`src/rtl/kml_pkg.sv`:
```
// Package for the diode-ladder state-space step: codes, widths, request types
// and the saturating add. It has no dependencies. All other files import it.
package kml_pkg;

	localparam int DATA_W          = 64;
	localparam int STAGES_DEF      = 2;
	localparam int TABLE_DEPTH_DEF = 1024;
	localparam int NUM_MATS        = 5;

	localparam int OP_W    = 2;
	localparam int MSEL_W  = 3;
	localparam int ENTRY_W = 10;
	localparam int TLEN_W  = 11;
	localparam int CIDX_W  = 1;

	localparam logic [OP_W-1:0] OP_SAMPLE = 2'd0;
	localparam logic [OP_W-1:0] OP_COEF   = 2'd1;
	localparam logic [OP_W-1:0] OP_TABLE  = 2'd2;

	localparam logic [MSEL_W-1:0] MAT_H = 3'd0;
	localparam logic [MSEL_W-1:0] MAT_J = 3'd1;
	localparam logic [MSEL_W-1:0] MAT_G = 3'd2;
	localparam logic [MSEL_W-1:0] MAT_D = 3'd3;
	localparam logic [MSEL_W-1:0] MAT_E = 3'd4;

	localparam logic [CIDX_W-1:0] CFG_PER_STAGE = 1'd0;
	localparam logic [CIDX_W-1:0] CFG_TABLE_LEN = 1'd1;

	localparam logic signed [DATA_W-1:0] Q_MAX = {1'b0, {(DATA_W-1){1'b1}}};
	localparam logic signed [DATA_W-1:0] Q_MIN = {1'b1, {(DATA_W-1){1'b0}}};

	typedef struct packed {
		logic                     start;
		logic signed [DATA_W-1:0] a;
		logic signed [DATA_W-1:0] b;
	} kml_mul_req_t;

	typedef struct packed {
		logic                     done;
		logic signed [DATA_W-1:0] p;
	} kml_mul_rsp_t;

	typedef struct packed {
		logic                     done;
		logic signed [DATA_W-1:0] y;
	} kml_lut_rsp_t;

	// Two's complement add that clips to the Q31.32 range on overflow.
	function automatic logic signed [DATA_W-1:0] sat_add(
		input logic signed [DATA_W-1:0] a,
		input logic signed [DATA_W-1:0] b
	);
		logic signed [DATA_W-1:0] s;
		s = a + b;
		if ((a[DATA_W-1] == b[DATA_W-1]) && (s[DATA_W-1] != a[DATA_W-1])) begin
			return a[DATA_W-1] ? Q_MIN : Q_MAX;
		end
		return s;
	endfunction

endpackage

```
`src/rtl/kml_mul.sv`:
```
// Iterative Q31.32 multiplier: four 32x32 partial products, rounding, saturation.
// Depends on kml_pkg.
module kml_mul (
	input  logic                  clk,
	input  logic                  arst_n,
	input  kml_pkg::kml_mul_req_t req,
	output kml_pkg::kml_mul_rsp_t rsp
);
	import kml_pkg::*;

	logic                     busy_q;
	logic [2:0]               cnt_q;
	logic                     done_q;
	logic [DATA_W-1:0]        ma_q, mb_q;
	logic                     neg_q;
	logic [DATA_W-1:0]        pp_q;
	logic [1:0]               sel_q;
	logic [2*DATA_W-1:0]      acc_q;
	logic signed [DATA_W-1:0] res_q;
	logic [31:0]              a_part, b_part;
	logic [2*DATA_W-1:0]      pp_shift;
	logic [DATA_W-1:0]        r_mag;
	logic signed [DATA_W-1:0] res_d;

	assign a_part = cnt_q[1] ? ma_q[63:32] : ma_q[31:0];
	assign b_part = cnt_q[0] ? mb_q[63:32] : mb_q[31:0];

	always_comb begin
		case (sel_q)
			2'd0:    pp_shift = {64'd0, pp_q};
			2'd3:    pp_shift = {pp_q, 64'd0};
			default: pp_shift = {32'd0, pp_q, 32'd0};
		endcase
	end

	// The accumulator starts at one half LSB of the result, so the final
	// slice is already rounded half away from zero on the magnitude.
	assign r_mag = acc_q[95:32];
	always_comb begin
		if (acc_q[127:96] != 32'd0) begin
			res_d = neg_q ? Q_MIN : Q_MAX;
		end else if (neg_q) begin
			res_d = (r_mag > 64'h8000_0000_0000_0000) ? Q_MIN : -$signed(r_mag);
		end else begin
			res_d = r_mag[63] ? Q_MAX : $signed(r_mag);
		end
	end

	always_ff @(posedge clk or negedge arst_n) begin
		if (!arst_n) begin
			busy_q <= 1'b0;
			cnt_q  <= 3'd0;
			done_q <= 1'b0;
		end else begin
			done_q <= 1'b0;
			if (req.start) begin
				busy_q <= 1'b1;
				cnt_q  <= 3'd0;
			end else if (busy_q) begin
				cnt_q <= cnt_q + 3'd1;
				if (cnt_q == 3'd5) begin
					busy_q <= 1'b0;
					done_q <= 1'b1;
				end
			end
		end
	end

	always_ff @(posedge clk) begin
		if (req.start) begin
			ma_q  <= req.a[63] ? 64'(-req.a) : 64'(req.a);
			mb_q  <= req.b[63] ? 64'(-req.b) : 64'(req.b);
			neg_q <= req.a[63] ^ req.b[63];
			acc_q <= 128'h8000_0000;
		end else if (busy_q) begin
			if (cnt_q < 3'd4) begin
				pp_q  <= a_part * b_part;
				sel_q <= cnt_q[1:0];
			end
			if ((cnt_q >= 3'd1) && (cnt_q <= 3'd4)) begin
				acc_q <= acc_q + pp_shift;
			end
			if (cnt_q == 3'd5) begin
				res_q <= res_d;
			end
		end
	end

	assign rsp.done = done_q;
	assign rsp.p    = res_q;

endmodule

```
`config.mk`:
```
export PLATFORM = sky130hd
export DESIGN_NAME = kml_mul
export DESIGN_NICKNAME = d
export VERILOG_FILES = /design/src/rtl/kml_pkg.sv /design/src/rtl/kml_mul.sv
export SDC_FILE = /design/constraint.sdc
export NUM_CORES = 2
export LEC_CHECK = 0
export ABC_AREA = 1
export BUFFER_PORTS_ARGS = -buffer_cell sky130_fd_sc_hd__buf_2
export CORE_MARGIN = 2
export CORE_UTILIZATION = 45
export DETAILED_ROUTE_END_ITERATION = 10
export PLACE_DENSITY = 0.6
export SYNTH_ARGS = -nofsm -noshare
export SYNTH_HDL_FRONTEND = slang
export SYNTH_SLANG_ARGS = --single-unit
```
`constraint.sdc`:
```
create_clock -name clk -period 10.55 [get_ports clk]
set_input_delay 2.11 -clock clk [delete_from_list [all_inputs] [get_ports clk]]
set_output_delay 2.11 -clock clk [all_outputs]
set_load 0.005 [all_outputs]
```
==> results_dict.tcl <==
set metrics [dict create \
    worstSetupEndpointType "register" \
    start_util_pct 45.3 \
    htree_levels 2 \
    cts_hold_buf 0 \
    antenna_found_initial 3 \
    place_hpwl_um 256000 \
    antenna_left 0 \
    num_io_pins 196 \
    yosys.area_share.adder_pct 33.7 \
    syn2layout_area_growth_pct 7.55 \
    ctsRootBufferMaster "clkbuf_16" \
    fin_crit_sh_pct 92.0 \
    drive_gt1_share_pct 5.97 \
    n_antenna_cell 0 \
    via_per_inst 5.38 \
    relSlewSlack_pct 11.9 \
    maxCapViolCount 0 \
    drt-initial-drc-count 5841 \
    avgSynthCellArea_um2 6.93 \
    tritoncts "done" \
    synth.yosys.warnings 0 \
    drt_pass1_iterations 6 \
    die_x_um 393 \
    synth_mux_area_share_pct 0 \
    synthXorXnorAreaFrac_pct 3.61 \
    fmax_ghz 0.103 \
    die_area_mm2 0.154 \
    synth-seq-cells 392 \
    clock_sinks 392 \
    synth-simple-area-share_pct 26.7 \
    status "finished, final reports clean" \
    cts_setup_buffers 0 \
    seq_area_frac_synth_pct 15.4 \
    route.detailed.drc 0 \
    synth_ff_type "edfxtp_1" \
    synth_edf_count 259 \
    final_max_slew_viol_count 0 \
    cts-buffers-inserted 51 \
    worstPathArrival_ns 10.12 \
    hold_class "register to register" \
    layout.nets 11300 \
    grtUsageTotal_pct 39.9 \
    globalplace.congestion 1.09 \
    wirelength_um 307000 \
    avgRoutedWirePerCell_um 25.7 \
    synth_top_family_by_area "adder cells" \
    post-route-min-period_ns 9.71 \
    clock_path_buffers 3 \
    setup_tns_ns 0 \
    cts_resized 0 \
    grt_overflow 0 \
    portBuffers 195 \
    worst-slew-pin-transition_ns 1.32 \
    fin_skew_ns 0.0341 \
    synth_area_mm2 0.0680 \
    grt_pass1_wl_um 440000 \
    slowest_delay_ns 0.99 \
    crit_fanout 34 \
    grt_max_degree 72 \
    clkTransAtPathRegs_ns 0.06 \
    placementRows 142 \
    synth_async_sr_flop_share_pct 1.28 \
    vias 64300 \
    die_h_um 393 \
    synth.net_count 11200 \
    synth-compound-area-share_pct 5.86 \
    ys_types 56 \
    report.final.setup_viol 0 \
    grt_pass1_vias 65900 \
    crit_path_start_kind "register" \
    required_ns 10.96 \
    finalHoldViolations 0 \
    crit_path_top_delay_cell "o21ai_0" \
    syn_inst 9803 \
    worstSkewPairLatency_ns 0.68 \
    core_area_mm2 0.150 \
    rsz0062_at_grt "no" \
    crit_type "register to register" \
]
## area by class of cell
class                      instances  area [um2]
timing repair buffer             301        1780
inverter                        2386        8960
sequential                       392       10500
multi-input combinational       6761       47700
clock buffer                      60        1370
fill                           15700       76800
clock inverter                    36         344
tap                             2016        2520
## registers in the layout, indices dropped and copies added (netlist names)
name / flops
acc_q: 128
ma_q: 64
mb_q: 64
pp_q: 64
res_q: 64
cnt_q: 3
sel_q: 2
busy_q: 1
done_q: 1
neg_q: 1
## kinds of logic (layout without fill, tap and decap cells)
family,Yosys count,after routing
AO/OA/AOI/OAI,698,698
flip-flops,392,392
AND/OR/NAND/NOR,4488,4488
adder cells (fa/ha/maj),1295,1295
buffers and inverters,2650,2783
XOR/XNOR,280,280
## final timing paths
path / slack (ns) / from / cells after the start / endpoint
setup / recovery: 0.84 / cnt_q[1] / 28 / pp_q[63]
hold / removal: 0.50 / acc_q[31] / 2 / acc_q[31]
setup reg to reg: 0.84 / cnt_q[1] / 28 / pp_q[63]
hold reg to reg: 0.50 / acc_q[31] / 2 / acc_q[31]
max in group asynchronous: 9.02 / arst_n / 1 / cnt_q[0]
min in group asynchronous: 1.28 / arst_n / 1 / done_q
## critical path: cells and delay by family, from the launching register on
kind | cells | cell delay (ns)
fa+ha+maj | 9 | 4.06
simple gates | 8 | 1.34
compound gates | 3 | 1.69
buf+inv | 8 | 1.69
flops | 1 | 0.60
## through the flow
stage | instance area, um2 | cells | hold slack [ns] | util (%) | setup slack [ns]
6_report | 73100 | 12000 | 0.502 | 48.8 | 0.842
2_1_floorplan | 68000 | 9803 | 0.445 | - | 3.11
4_1_cts | 73100 | 12000 | 0.496 | 48.8 | 1.05
3_5_place_dp | 71400 | 11900 | 0.480 | 47.6 | 1.10
3_3_place_gp | 71400 | 11900 | 0.472 | 47.6 | 1.04
5_1_grt | 73100 | 12000 | 0.526 | 48.8 | 0.501
## routing by layer
layer	part of all wire, %	up-vias	global-route usage (%)
li1	-	29400	-
met1	36	30800	44.9
met2	47	3150	67.6
met3	7.4	991	6.29
met4	9.6	4	30.9
met5	0.0081	-	0
## cells in the mapped netlist, types with 10 or more instances
cell type / count / area, um2
ha_1: 398 / 4980
fa_1: 897 / 18000
xor2_1: 237 / 2080
or2_2: 68 / 425
inv_1: 2357 / 8850
xnor2_1: 43 / 377
o21bai_1: 18 / 135
a21oi_1: 246 / 1230
buf_2: 30 / 150
a21o_1: 10 / 75.1
o22ai_2: 12 / 150
nor3_1: 138 / 691
nor2_1: 1409 / 5290
nor2_2: 13 / 81.3
clkbuf_1: 213 / 800
nor4_1: 34 / 213
o211ai_1: 10 / 75.1
a31oi_1: 17 / 106
clkinv_1: 14 / 52.6
edfxtp_1: 259 / 7780
o21ai_0: 207 / 1040
dfxtp_1: 128 / 2560
o22ai_1: 99 / 619
inv_2: 15 / 56.3
nand4_1: 73 / 457
nand2_1: 2423 / 9090
buf_1: 16 / 60.1
o21ai_1: 34 / 170
nand3_1: 286 / 1430
o21ai_2: 21 / 184
## layout by cell type, fill, tap and decap left out, types with 73 or more instances in the layout
master | Yosys | routed
o21ai_0 | 207 | 187
nor2_1 | 1409 | 1406
a21oi_1 | 246 | 246
o22ai_1 | 99 | 99
ha_1 | 398 | 398
nand2_1 | 2423 | 2422
dfxtp_1 | 128 | 127
buf_4 | 1 | 106
nand3_1 | 286 | 286
nand4_1 | 73 | 73
buf_2 | 30 | 194
xor2_1 | 237 | 237
inv_1 | 2357 | 2356
edfxtp_1 | 259 | 259
fa_1 | 897 | 897
nor3_1 | 138 | 138
Power is not shown: default switching activity piles up to over one toggle a cycle in this logic, so the estimate is an artifact.
